**config.mk**
```make
export PLATFORM = sky130hd
export DESIGN_NAME = k_way_merge
export DESIGN_NICKNAME = d
export VERILOG_FILES = /design/src/rtl/kwm_pkg.sv /design/src/rtl/k_way_merge.sv /design/src/rtl/kwm_ram.sv
export VERILOG_INCLUDE_DIRS = /design/src /design/src/rtl
export SDC_FILE = /design/constraint.sdc
export NUM_CORES = 1
export LEC_CHECK = 0
export BUFFER_PORTS_ARGS = -buffer_cell sky130_fd_sc_hd__buf_2
export CAP_MARGIN = 20
export CORE_AREA = 2 2 252 192
export DETAILED_ROUTE_END_ITERATION = 10
export DIE_AREA = 0 0 254 194
export GPL_TIMING_DRIVEN = 1
export PLACE_DENSITY = 0.77
export SKIP_LAST_GASP = 1
export SYNTH_ARGS = -nofsm -noshare
export SYNTH_HDL_FRONTEND = slang
export SYNTH_HIERARCHICAL = 1
export SYNTH_SLANG_ARGS = --single-unit
```
**constraint.sdc**
```tcl
create_clock -name clk_i -period 9.2 [get_ports clk_i]
set_clock_uncertainty 0.15 [all_clocks]
set_input_delay 2.3 -clock clk_i [delete_from_list [all_inputs] [get_ports clk_i]]
set_output_delay 2.3 -clock clk_i [all_outputs]
set_load 0.1 [all_outputs]
```
**src/rtl/k_way_merge_assert.svh**
```systemverilog
// Assertion macros shared by the k_way_merge RTL.
// Expects clk_i and rst_ni in the scope where a macro is used.
`ifndef K_WAY_MERGE_ASSERT_SVH
`define K_WAY_MERGE_ASSERT_SVH

// Clocked assertion, held off while reset is asserted
`define KWM_ASSERT(label, prop, msg) \
  label: assert property (@(posedge clk_i) disable iff (!rst_ni) prop) else $error(msg);

// Clocked assertion that is also checked during reset
`define KWM_ASSERT_ALWAYS(label, prop, msg) \
  label: assert property (@(posedge clk_i) prop) else $error(msg);

`endif

```
**src/rtl/kwm_pkg.sv**
```systemverilog
// Shared types and constants for the k_way_merge block.
// No dependencies; used by k_way_merge and its testbench.
package kwm_pkg;

  // default sizing
  localparam int LANES_DEF       = 8;
  localparam int VALUE_WIDTH_DEF = 64;

  // fixed port field widths
  localparam int LANE_FIELD_W  = 3;
  localparam int VALUE_FIELD_W = 64;
  localparam int CFG_W         = 4;

  // active lane count after reset
  localparam logic [CFG_W-1:0] ACT_LANES_RST = 4'd8;

  // sequencer states
  typedef enum logic [2:0] {
    ST_IDLE,
    ST_CHECK,
    ST_SCAN,
    ST_LAST,
    ST_EMIT
  } state_e;

endpackage

```
**src/rtl/k_way_merge.sv**
```systemverilog
// k_way_merge top level: head bookkeeping, min-search sequencer, output register.
// Depends on kwm_pkg, kwm_ram and k_way_merge_assert.svh.
//
//   channel | signals                                          | direction
//   --------+--------------------------------------------------+----------
//   in      | in_valid_i/in_ready_o, lane_i, value_i,          | input
//           | end_of_lane_i                                    |
//   out     | out_valid_o/out_ready_i, merged_value_o,         | output
//           | source_lane_o, stream_end_o                      |
//   cfg     | cfg_valid_i/cfg_ready_o, cfg_data_i (active lanes)| input
//
// Ignored transaction (idle, full or finished lane): stays idle; taken, set incomplete:
// check, then idle. Set complete: check, scan of the N effective active lanes, one lane
// per cycle through the single compare unit on the head RAM read port, last, emit; end marker: check, emit.
// The result sits in an output register; a stalled output holds the sequencer
// in its emit step, and in_ready_o is low until the result is loaded.
// Reset clears valid/done bits and sets active lanes to 8; no clearing pass.
`include "k_way_merge_assert.svh"

module k_way_merge #(
  parameter int LANES       = kwm_pkg::LANES_DEF,
  parameter int VALUE_WIDTH = kwm_pkg::VALUE_WIDTH_DEF
) (
  input  logic                              clk_i,
  input  logic                              rst_ni,
  // input transactions
  input  logic                              in_valid_i,
  output logic                              in_ready_o,
  input  logic [kwm_pkg::LANE_FIELD_W-1:0]  lane_i,
  input  logic [kwm_pkg::VALUE_FIELD_W-1:0] value_i,
  input  logic                              end_of_lane_i,
  // output transactions
  output logic                              out_valid_o,
  input  logic                              out_ready_i,
  output logic [kwm_pkg::VALUE_FIELD_W-1:0] merged_value_o,
  output logic [kwm_pkg::LANE_FIELD_W-1:0]  source_lane_o,
  output logic                              stream_end_o,
  // configuration
  input  logic                              cfg_valid_i,
  output logic                              cfg_ready_o,
  input  logic [kwm_pkg::CFG_W-1:0]         cfg_data_i
);

  localparam int LANE_W = $clog2(LANES);
  localparam int CNT_W  = $clog2(LANES + 1);

  kwm_pkg::state_e state_q, state_d;

  logic [kwm_pkg::CFG_W-1:0] act_lanes_q;
  logic [CNT_W-1:0]          eff_n;
  logic [31:0]               raw_ext;
  logic [LANES-1:0]          act_mask;

  logic [LANES-1:0] head_valid_q, head_valid_d;
  logic [LANES-1:0] lane_done_q, lane_done_d;

  logic [LANE_W-1:0]      rd_idx_q, rd_idx_d;
  logic [LANE_W-1:0]      cmp_idx_q;
  logic                   cmp_vld_q;
  logic [LANE_W-1:0]      best_idx_q, best_idx_d;
  logic [VALUE_WIDTH-1:0] best_val_q, best_val_d;
  logic                   best_vld_q, best_vld_d;
  logic                   end_pend_q, end_pend_d;

  logic                            out_valid_q;
  logic [kwm_pkg::VALUE_FIELD_W-1:0] out_value_q;
  logic [kwm_pkg::LANE_FIELD_W-1:0]  out_lane_q;
  logic                            out_end_q;

  logic                   in_acc;
  logic                   lane_ok;
  logic [LANE_W-1:0]      lane_idx;
  logic                   take;
  logic                   ram_we;
  logic [VALUE_WIDTH-1:0] rd_data;
  logic                   all_ready;
  logic                   any_valid;
  logic                   last_idx;
  logic                   load_out;

  // configuration register, always writable
  assign cfg_ready_o = 1'b1;

  always_ff @(posedge clk_i or negedge rst_ni) begin
    if (!rst_ni) begin
      act_lanes_q <= kwm_pkg::ACT_LANES_RST;
    end else if (cfg_valid_i) begin
      act_lanes_q <= cfg_data_i;
    end
  end

  // effective lane count: zero acts as one, clamp at LANES
  always_comb begin
    raw_ext = 32'(act_lanes_q);
    if (raw_ext == 32'd0) begin
      eff_n = CNT_W'(1);
    end else if (raw_ext > 32'(LANES)) begin
      eff_n = CNT_W'(LANES);
    end else begin
      eff_n = CNT_W'(raw_ext);
    end
  end

  always_comb begin
    for (int i = 0; i < LANES; i++) begin
      act_mask[i] = (32'(i) < 32'(eff_n));
    end
  end

  // input decode: idle, full and finished lanes are dropped
  assign in_ready_o = (state_q == kwm_pkg::ST_IDLE);
  assign in_acc     = in_valid_i && in_ready_o;
  assign lane_ok    = (32'(lane_i) < 32'(eff_n));
  assign lane_idx   = LANE_W'(lane_i);
  assign take       = in_acc && lane_ok && !head_valid_q[lane_idx] && !lane_done_q[lane_idx];
  assign ram_we     = take && !end_of_lane_i;

  // head value storage
  kwm_ram #(
    .WIDTH (VALUE_WIDTH),
    .DEPTH (LANES)
  ) u_head_ram (
    .clk_i   (clk_i),
    .we_i    (ram_we),
    .waddr_i (lane_idx),
    .wdata_i (VALUE_WIDTH'(value_i)),
    .raddr_i (rd_idx_q),
    .rdata_o (rd_data)
  );

  // every active lane holds a head or is done; any head present
  assign all_ready = &(head_valid_q | lane_done_q | ~act_mask);
  assign any_valid = |(head_valid_q & act_mask);
  assign last_idx  = ((32'(rd_idx_q) + 32'd1) == 32'(eff_n));
  assign load_out  = (state_q == kwm_pkg::ST_EMIT) && (!out_valid_q || out_ready_i);

  // sequencer and shared compare unit
  always_comb begin
    state_d      = state_q;
    head_valid_d = head_valid_q;
    lane_done_d  = lane_done_q;
    rd_idx_d     = rd_idx_q;
    best_idx_d   = best_idx_q;
    best_val_d   = best_val_q;
    best_vld_d   = best_vld_q;
    end_pend_d   = end_pend_q;

    // compare the head read in the previous cycle
    if (cmp_vld_q && head_valid_q[cmp_idx_q]) begin
      if (!best_vld_q || ($signed(rd_data) < $signed(best_val_q))) begin
        best_val_d = rd_data;
        best_idx_d = cmp_idx_q;
        best_vld_d = 1'b1;
      end
    end

    case (state_q)
      kwm_pkg::ST_IDLE: begin
        if (take) begin
          if (end_of_lane_i) begin
            lane_done_d[lane_idx] = 1'b1;
          end else begin
            head_valid_d[lane_idx] = 1'b1;
          end
          state_d = kwm_pkg::ST_CHECK;
        end
      end
      kwm_pkg::ST_CHECK: begin
        rd_idx_d   = '0;
        best_vld_d = 1'b0;
        end_pend_d = 1'b0;
        if (!all_ready) begin
          state_d = kwm_pkg::ST_IDLE;
        end else if (!any_valid) begin
          end_pend_d = 1'b1;
          state_d    = kwm_pkg::ST_EMIT;
        end else begin
          state_d = kwm_pkg::ST_SCAN;
        end
      end
      kwm_pkg::ST_SCAN: begin
        if (last_idx) begin
          state_d = kwm_pkg::ST_LAST;
        end else begin
          rd_idx_d = rd_idx_q + LANE_W'(1);
        end
      end
      kwm_pkg::ST_LAST: begin
        state_d = kwm_pkg::ST_EMIT;
      end
      kwm_pkg::ST_EMIT: begin
        if (load_out) begin
          if (!end_pend_q) begin
            head_valid_d[best_idx_q] = 1'b0;
          end
          state_d = kwm_pkg::ST_IDLE;
        end
      end
      default: begin
        state_d = kwm_pkg::ST_IDLE;
      end
    endcase
  end

  // control state
  always_ff @(posedge clk_i or negedge rst_ni) begin
    if (!rst_ni) begin
      state_q      <= kwm_pkg::ST_IDLE;
      head_valid_q <= '0;
      lane_done_q  <= '0;
      cmp_vld_q    <= 1'b0;
      best_vld_q   <= 1'b0;
      end_pend_q   <= 1'b0;
      out_valid_q  <= 1'b0;
    end else begin
      state_q      <= state_d;
      head_valid_q <= head_valid_d;
      lane_done_q  <= lane_done_d;
      cmp_vld_q    <= (state_q == kwm_pkg::ST_SCAN);
      best_vld_q   <= best_vld_d;
      end_pend_q   <= end_pend_d;
      if (load_out) begin
        out_valid_q <= 1'b1;
      end else if (out_ready_i) begin
        out_valid_q <= 1'b0;
      end
    end
  end

  // datapath registers
  always_ff @(posedge clk_i) begin
    rd_idx_q   <= rd_idx_d;
    cmp_idx_q  <= rd_idx_q;
    best_idx_q <= best_idx_d;
    best_val_q <= best_val_d;
    if (load_out) begin
      if (end_pend_q) begin
        out_value_q <= '0;
        out_lane_q  <= '0;
        out_end_q   <= 1'b1;
      end else begin
        out_value_q <= kwm_pkg::VALUE_FIELD_W'($signed(best_val_q));
        out_lane_q  <= kwm_pkg::LANE_FIELD_W'(best_idx_q);
        out_end_q   <= 1'b0;
      end
    end
  end

  assign out_valid_o    = out_valid_q;
  assign merged_value_o = out_value_q;
  assign source_lane_o  = out_lane_q;
  assign stream_end_o   = out_end_q;

  // emitted lane loses its head
  `KWM_ASSERT(a_emit_clears_head, load_out && !end_pend_q |=> !head_valid_q[$past(best_idx_q)], "emitted head still valid")
  // at most one head is added per transaction
  `KWM_ASSERT(a_one_head_per_txn, 1'b1 |=> $countones(head_valid_q) <= $countones($past(head_valid_q)) + 1, "more than one head added")
  // output register never overwritten while a result is waiting
  `KWM_ASSERT_ALWAYS(a_no_overwrite, load_out |-> (!out_valid_q || out_ready_i), "pending result overwritten")
  // done marks only ever set
  `KWM_ASSERT(a_done_sticky, 1'b1 |=> (lane_done_q & $past(lane_done_q)) == $past(lane_done_q), "lane done mark cleared")

endmodule

```
**src/rtl/kwm_ram.sv**
```systemverilog
// Generic single-write, single-read RAM with registered read data.
// No dependencies; holds the per-lane head values of k_way_merge.
module kwm_ram #(
  parameter int WIDTH = 64,
  parameter int DEPTH = 8
) (
  input  logic                     clk_i,
  input  logic                     we_i,
  input  logic [$clog2(DEPTH)-1:0] waddr_i,
  input  logic [WIDTH-1:0]         wdata_i,
  input  logic [$clog2(DEPTH)-1:0] raddr_i,
  output logic [WIDTH-1:0]         rdata_o
);

  logic [WIDTH-1:0] mem_q [DEPTH];
  logic [WIDTH-1:0] rdata_q;

  // write port
  always_ff @(posedge clk_i) begin
    if (we_i) begin
      mem_q[waddr_i] <= wdata_i;
    end
  end

  // registered read port
  always_ff @(posedge clk_i) begin
    rdata_q <= mem_q[raddr_i];
  end

  assign rdata_o = rdata_q;

endmodule

```
Word-level counts from Yosys, hierarchy flattened
Memory sizes are Yosys's and may differ from the RTL's. A register that Yosys moved wholly into a read port is not among the register bits.
Cells that the tools add are included.
{"block": "op_classes", "addsub": 2, "n_mul": 0, "div": 0, "order_cmp": 16, "eq_ne": 11, "shifts": 0, "n_mux": 35, "bitwise": 8, "n_reduce_logical": 31}
{"cell": "< comparator 64 bit", "n": 1}
{"cell": "two-way mux 8 bit", "n": 4}
{"cell": "OR 8 bit", "n": 4}
{"cell": "two-way mux 3 bit", "n": 6}
{"cell": "bitwise AND 8 bit", "n": 2}
{"cell": "< comparator 3 x 4 -> 1 bit, first input constant", "n": 4}
{"cell": "NOT 8 bit", "n": 2}
{"cell": "case mux 8 bit (2 select lines)", "n": 1}
{"cell": "two-way mux 1 bit", "n": 15}
{"cell": "case mux 3 bit (5 select lines)", "n": 1}
{"cell": "< comparator 3 x 4 -> 1 bit, second input constant", "n": 3}
{"cell": "inequality test 2 bit, second input constant", "n": 5}
{"cell": "nonzero test 2 bit", "n": 5}
{"cell": "binary-select mux 1 bit (select 3 bit)", "n": 3}
{"cell": "logical AND 1 bit", "n": 9}
{"cell": "< comparator 1 x 4 -> 1 bit, first input constant", "n": 2}
{"cell": "< comparator 2 x 4 -> 1 bit, first input constant", "n": 2}
{"cell": "two-way mux 4 bit", "n": 2}
{"cell": "AND reduction 8 bit", "n": 1}
{"cell": "OR reduction 8 bit", "n": 1}
{"cell": "demux 1 bit (select 3 bit)", "n": 2}
{"cell": "equality test 3 x 2 -> 1 bit, second input constant", "n": 2}
{"cell": ">= comparator 3 x 1 -> 1 bit, second input constant", "n": 2}
{"cell": "case mux 3 bit (2 select lines)", "n": 1}
{"cell": "15 further kinds", "n": 23}
{"block": "totals", "regBits": 168, "latch_bits": 0, "ramBits": 512, "romBits": 0, "input_bits": 77, "elab_cells": 119, "n_memories": 1}
{"name": "u_head_ram.mem_q", "words": 8, "width": 64, "rd": 1, "rd_clocked_by_memory_dff": 1, "wr": 1, "line": "kwm_ram.sv:15", "source": "logic [WIDTH-1:0] mem_q [DEPTH];"}

Longest topological paths before layout
{"block": "logic_depth", "depth_word": 10, "depth_mapped": 12}

Cells and area by module
The synthesis kept the hierarchy.
{"mod": "kwm_ram", "n_inst": 1, "cells_each": 816, "area_each_um2": 20547.2, "seq_area_each_um2": 16656.0}
{"mod": "k_way_merge", "n_inst": 1, "cells_each": 625, "area_each_um2": 7792.5, "seq_area_each_um2": 4880.9}

Worst setup path after synthesis
Ideal clock, no wire load.
{"block": "synth_path", "kind": "input port to flip-flop", "startpoint": "input port lane_i[2] in the netlist's numbering", "endpoint": "memory u_head_ram.mem_q[0][0], enable pin", "setup_ps": 565, "arrival_ps": 7969, "t_required_ps": 8485, "path_slack_ps": 515, "path_stages": 9, "n_path_buf": 1, "path_cell_list": "buf_2 mux4_2 nand2_1 o21ai_2 nor3_4 nand2_2 inv_1 nand2b_1 nor3_1"}
{"block": "synth_via", "elab_chain_cells": 8, "word_cells_on_any_way": 13, "classes_between": "order compare: 1; mux: 6; reduce/logical: 6"}
{"item": "start: declaration", "line": "k_way_merge.sv:29", "source": "input logic [kwm_pkg::LANE_FIELD_W-1:0] lane_i,"}
{"item": "binary-select mux 1 bit (select 3 bit)", "line": "k_way_merge.sv:115", "source": "assign take = in_acc && lane_ok && !head_valid_q[lane_idx] && !lane_done_q[lane_idx];"}
{"item": "two-way mux 1 bit (not written as such)", "line": "k_way_merge.sv:115"}
{"item": "logical NOT 1 bit", "line": "k_way_merge.sv:115"}
{"item": "logical AND 1 bit", "line": "k_way_merge.sv:115"}
{"item": "logical AND 1 bit (*)", "line": "k_way_merge.sv:115"}
{"item": "logical AND 1 bit (*)", "line": "k_way_merge.sv:116", "source": "assign ram_we = take && !end_of_lane_i;"}
{"item": "named net ram_we", "line": "k_way_merge.sv:74", "source": "logic ram_we;"}
{"item": "two-way mux 1 bit (*)", "line": "kwm_ram.sv:20", "source": "if (we_i) begin"}
{"item": "two-way mux 1 bit (not written as such) (*)", "line": "kwm_ram.sv:21", "source": "mem_q[waddr_i] <= wdata_i;"}
{"item": "end: declaration", "line": "kwm_ram.sv:15"}
Mark *: on every way through the listed nets, which the timed path passes. The rest lies on a longest branch. The select of a mux whose other input is x is not followed.

Final worst setup path
{"block": "layout_path", "startpoint": "input port lane_i[1] in the netlist's numbering", "endpoint": "memory u_head_ram.mem_q[7][8], enable pin"}
Same word-level chain as after synthesis.

==> results.json <==
{
  "cts_inserted_buffers": 69,
  "synth_cell_types": 62,
  "leakage_nw": 11.1,
  "use_met2_pct": 36.1,
  "arrival_ns": 5.65,
  "seq_area_mm2": 0.0215,
  "hold_depth": 0,
  "cp_data_required_time_ns": 9.28,
  "core_mm2": 0.0468,
  "clockBufferDepth": 3,
  "cp-start-kind": "input port",
  "status": "finished, final reports clean",
  "core.rowCount": 69,
  "portBuffers": 146,
  "grt_use_total_pct": 23.1,
  "cpLargestDelayFamily": "simple AND/OR/NAND/NOR gates",
  "finalWirelength_mm": 54.9,
  "clk_pin_slew_worst_paths_ns": 0.06,
  "syn_area_mm2": 0.0283,
  "synthMuxAreaShare_pct": 13.2,
  "grtUsageMet1_pct": 33.5,
  "drv_cap": 0,
  "tightestPinTransition_ns": 1.19,
  "final_cells": 2332,
  "synth-compound-area-share_pct": 2.49,
  "total_power_mw": 9.01,
  "setup_viol": 0,
  "max_freq_mhz": 179,
  "drcViolationCount": 0,
  "synth_edf_count": 650,
  "report.final.slew_viol_count": 0,
  "min_period_over_period_pct": 60.6,
  "syn_avg_cell_area_um2": 19.7,
  "ys.flop_type": "edfxtp_1",
  "synth_area_leader_cell": "edfxtp_1",
  "syn_inst": 1441,
  "cp_slowest_stage_delay_ns": 0.89,
  "hp-start": "u_head_ram/rdata_o[58]$_DFF_P_",
  "grt_pass1_vias": 14244,
  "period_minus_slack_ns": 5.58,
  "syn_to_final_growth_pct": 13.2,
  "crit_chain": "buf_2 -> ha_1 -> o31a_1 -> o21ai_0 -> a21oi_1 -> nor3_4 -> nand2_2 -> inv_1 -> nand2_1 -> nor2_4 -> buf_4",
  "ys_top_cells_by_area": "edfxtp_1, mux4_2, dfxtp_1",
  "clock_latency_ns": 0.61,
  "rr_endpoint": "u_head_ram/mem_q[7][8]$_DFFE_PP_",
  "cts_resized": 0,
  "nFillCells": 2956,
  "antenna_found_initial": 13,
  "cts_setup_buffers": 0,
  "synthSimpleGateAreaFrac_pct": 3.17,
  "multi_input_comb_area_mm2": 0.00629,
  "yosys.area_share.xor_xnor_pct": 0.0927,
  "initial_core_util_pct": 60.6,
  "critPathBufInv": 3,
  "synth_top_area_share_pct": 68.9,
  "endpoint_kind": "flip-flop",
  "wl_per_cell_um": 23.5,
  "ant_nets": 0,
  "relSlewSlack_pct": 20.3,
  "grt_max_degree": 71,
  "dp_cells": 2196,
  "dp_hpwl_mm": 32.3,
  "gp_congestion": 0.880,
  "rsz0062_at_grt": "no",
  "r2r_slack_ns": 4.80,
  "holdPathEnd": "best_val_q[58]$_DFFE_PP_",
  "drive_above_1_share_pct": 28.7,
  "drt_iter0_drc": 1299,
  "utilization_pct": 68.5,
  "first_pass_iters": 5,
  "die-height_um": 194,
  "ys_ff_latch": 744,
  "vias": 13764,
  "critPathKind": "in2reg",
  "peakVddDrop_mv": 0.150,
  "cellPowerDensity_mw_per_mm2": 281,
  "cts_tree": "built",
  "ys_async_sr_fraction_pct": 3.63,
  "synth.most_common_cell": "edfxtp_1",
  "synth-seq-area-share_pct": 76.0,
  "yosys-top-cells-count": "edfxtp_1, mux4_2, nor2_1, inv_1, mux2_2",
  "cpMaxStageDelayCell": "nor2_4",
  "synth_top_family_by_area": "multiplexers",
  "crit_fanout": 38,
  "yosysWarnings": 6,
  "synthAdderAreaFrac_pct": 2.91,
  "ff2ff_path_depth": 11,
  "h-tree-depth": 3,
  "gr-total-overflow": 0,
  "fp.dieW_um": 254,
  "nets": 1772,
  "hold_buffers": 0,
  "reg2reg_from": "act_lanes_q[3]$_DFFE_PN1P_",
  "final-hold-violation-count": 0,
  "io_pins": 148,
  "cts.sinks": 744,
  "top_usage_layer": "met2",
  "hold_path_class": "reg2reg",
  "grt_first_pass_wirelength_mm": 84.3,
  "die_area_mm2": 0.0493,
  "synth_nets": 1584,
  "vias_per_cell": 5.90,
  "tns_ns": 0,
  "holdWs_ns": 0.285,
  "cts_root_buffer": "clkbuf_16",
  "globalRouteMet3Util_pct": 5.37
}
==> sequential cells by signal, indices dropped and copies added, names as in the netlist, 3 cells and up <==
name,count
cmp_idx_q,3
source_lane_o,3
lane_done_q,8
merged_value_o,64
u_head_ram/rdata_o,64
act_lanes_q,4
u_head_ram/mem_q,512
state_q,3
best_idx_q,3
best_val_q,64
rd_idx_q,3
head_valid_q,8
==> metal layers <==
metal,part of all wire [%],vias up
li1,-,6101
met1,43,7046
met2,48,509
met3,7.7,96
met4,1.8,12
met5,0.14,-
==> through the flow <==
| step | worst slack [ns] | cell area, um2 |
|---|---|---|
| after CTS | 3.67 | 32000 |
| after detailed placement | 3.04 | 29800 |
| final | 3.62 | 32100 |
| after global routing | 3.45 | 32100 |
| after floorplan | 0.515 | 28300 |
| after global placement | 3.05 | 29800 |
==> cells by family (layout without fill, tap and decap cells) <==
group / after synthesis / in the layout
xor gates and xnor gates: 3 / 3
buffers and inverters: 121 / 364
muxes: 202 / 202
DFF: 744 / 744
and+or+nand+nor: 195 / 195
AOI/OAI and AO/OA: 109 / 109
other: 1 / 10
adders and majority gates: 66 / 66
==> layout make-up <==
cell class                 instances  area share, %
sequential                       744           67.2
antenna                            9         0.0702
clock inverter                    30          0.936
timing repair buffer             168           2.86
inverter                          70          0.819
tap                              639           2.49
clock buffer                      96           6.05
multi-input combinational        576           19.6
==> cell usage in the layout, fill, tap and decap left out, types with 4 or more instances in the layout <==
cell / Yosys / routed
a211oi_1: 4 / 4
a21o_1: 4 / 4
a21oi_1: 29 / 29
a221oi_1: 4 / 4
a31oi_1: 5 / 5
buf_2: 4 / 146
buf_4: 4 / 21
bufinv_16: 0 / 5
clkbuf_1: 16 / 18
clkbuf_16: 0 / 71
clkbuf_8: 2 / 7
clkinv_1: 0 / 10
clkinv_2: 0 / 8
dfrtp_1: 26 / 25
dfxtp_1: 67 / 67
diode_2: 0 / 9
edfxtp_1: 650 / 650
ha_1: 66 / 66
inv_1: 70 / 70
mux2_2: 69 / 69
mux4_2: 130 / 130
nand2_1: 36 / 36
nand2b_1: 12 / 12
nand3_1: 10 / 10
nand4_1: 9 / 9
nor2_1: 93 / 87
nor2_4: 0 / 6
nor2b_1: 8 / 7
nor3_1: 9 / 7
nor4_1: 5 / 5
o21ai_0: 23 / 23
o21bai_1: 8 / 8
o22ai_1: 4 / 4
o31ai_1: 6 / 6
==> report_power, final <==
group          switching (mW)  internal, mW  total (mW)
Clock                    1.19          1.62        2.81
Combinational            1.05         0.892        1.94
Sequential              0.204          4.05        4.25
==> worst max path at each step <==
stage	start	endpoint	slack, ns	depth (start not counted)
floorplan	lane_i[2]	u_head_ram/mem_q[0][0]$_DFFE_PP_	0.52	9
global placement	lane_i[1]	u_head_ram/mem_q[1][10]$_DFFE_PP_	3.05	11
detailed placement	lane_i[1]	u_head_ram/mem_q[7][8]$_DFFE_PP_	3.04	11
CTS	lane_i[1]	u_head_ram/mem_q[1][62]$_DFFE_PP_	3.67	11
global route	lane_i[2]	u_head_ram/mem_q[7][7]$_DFFE_PP_	3.45	11
finish	lane_i[1]	u_head_ram/mem_q[7][8]$_DFFE_PP_	3.62	11
(Power assumes the default switching activity.)
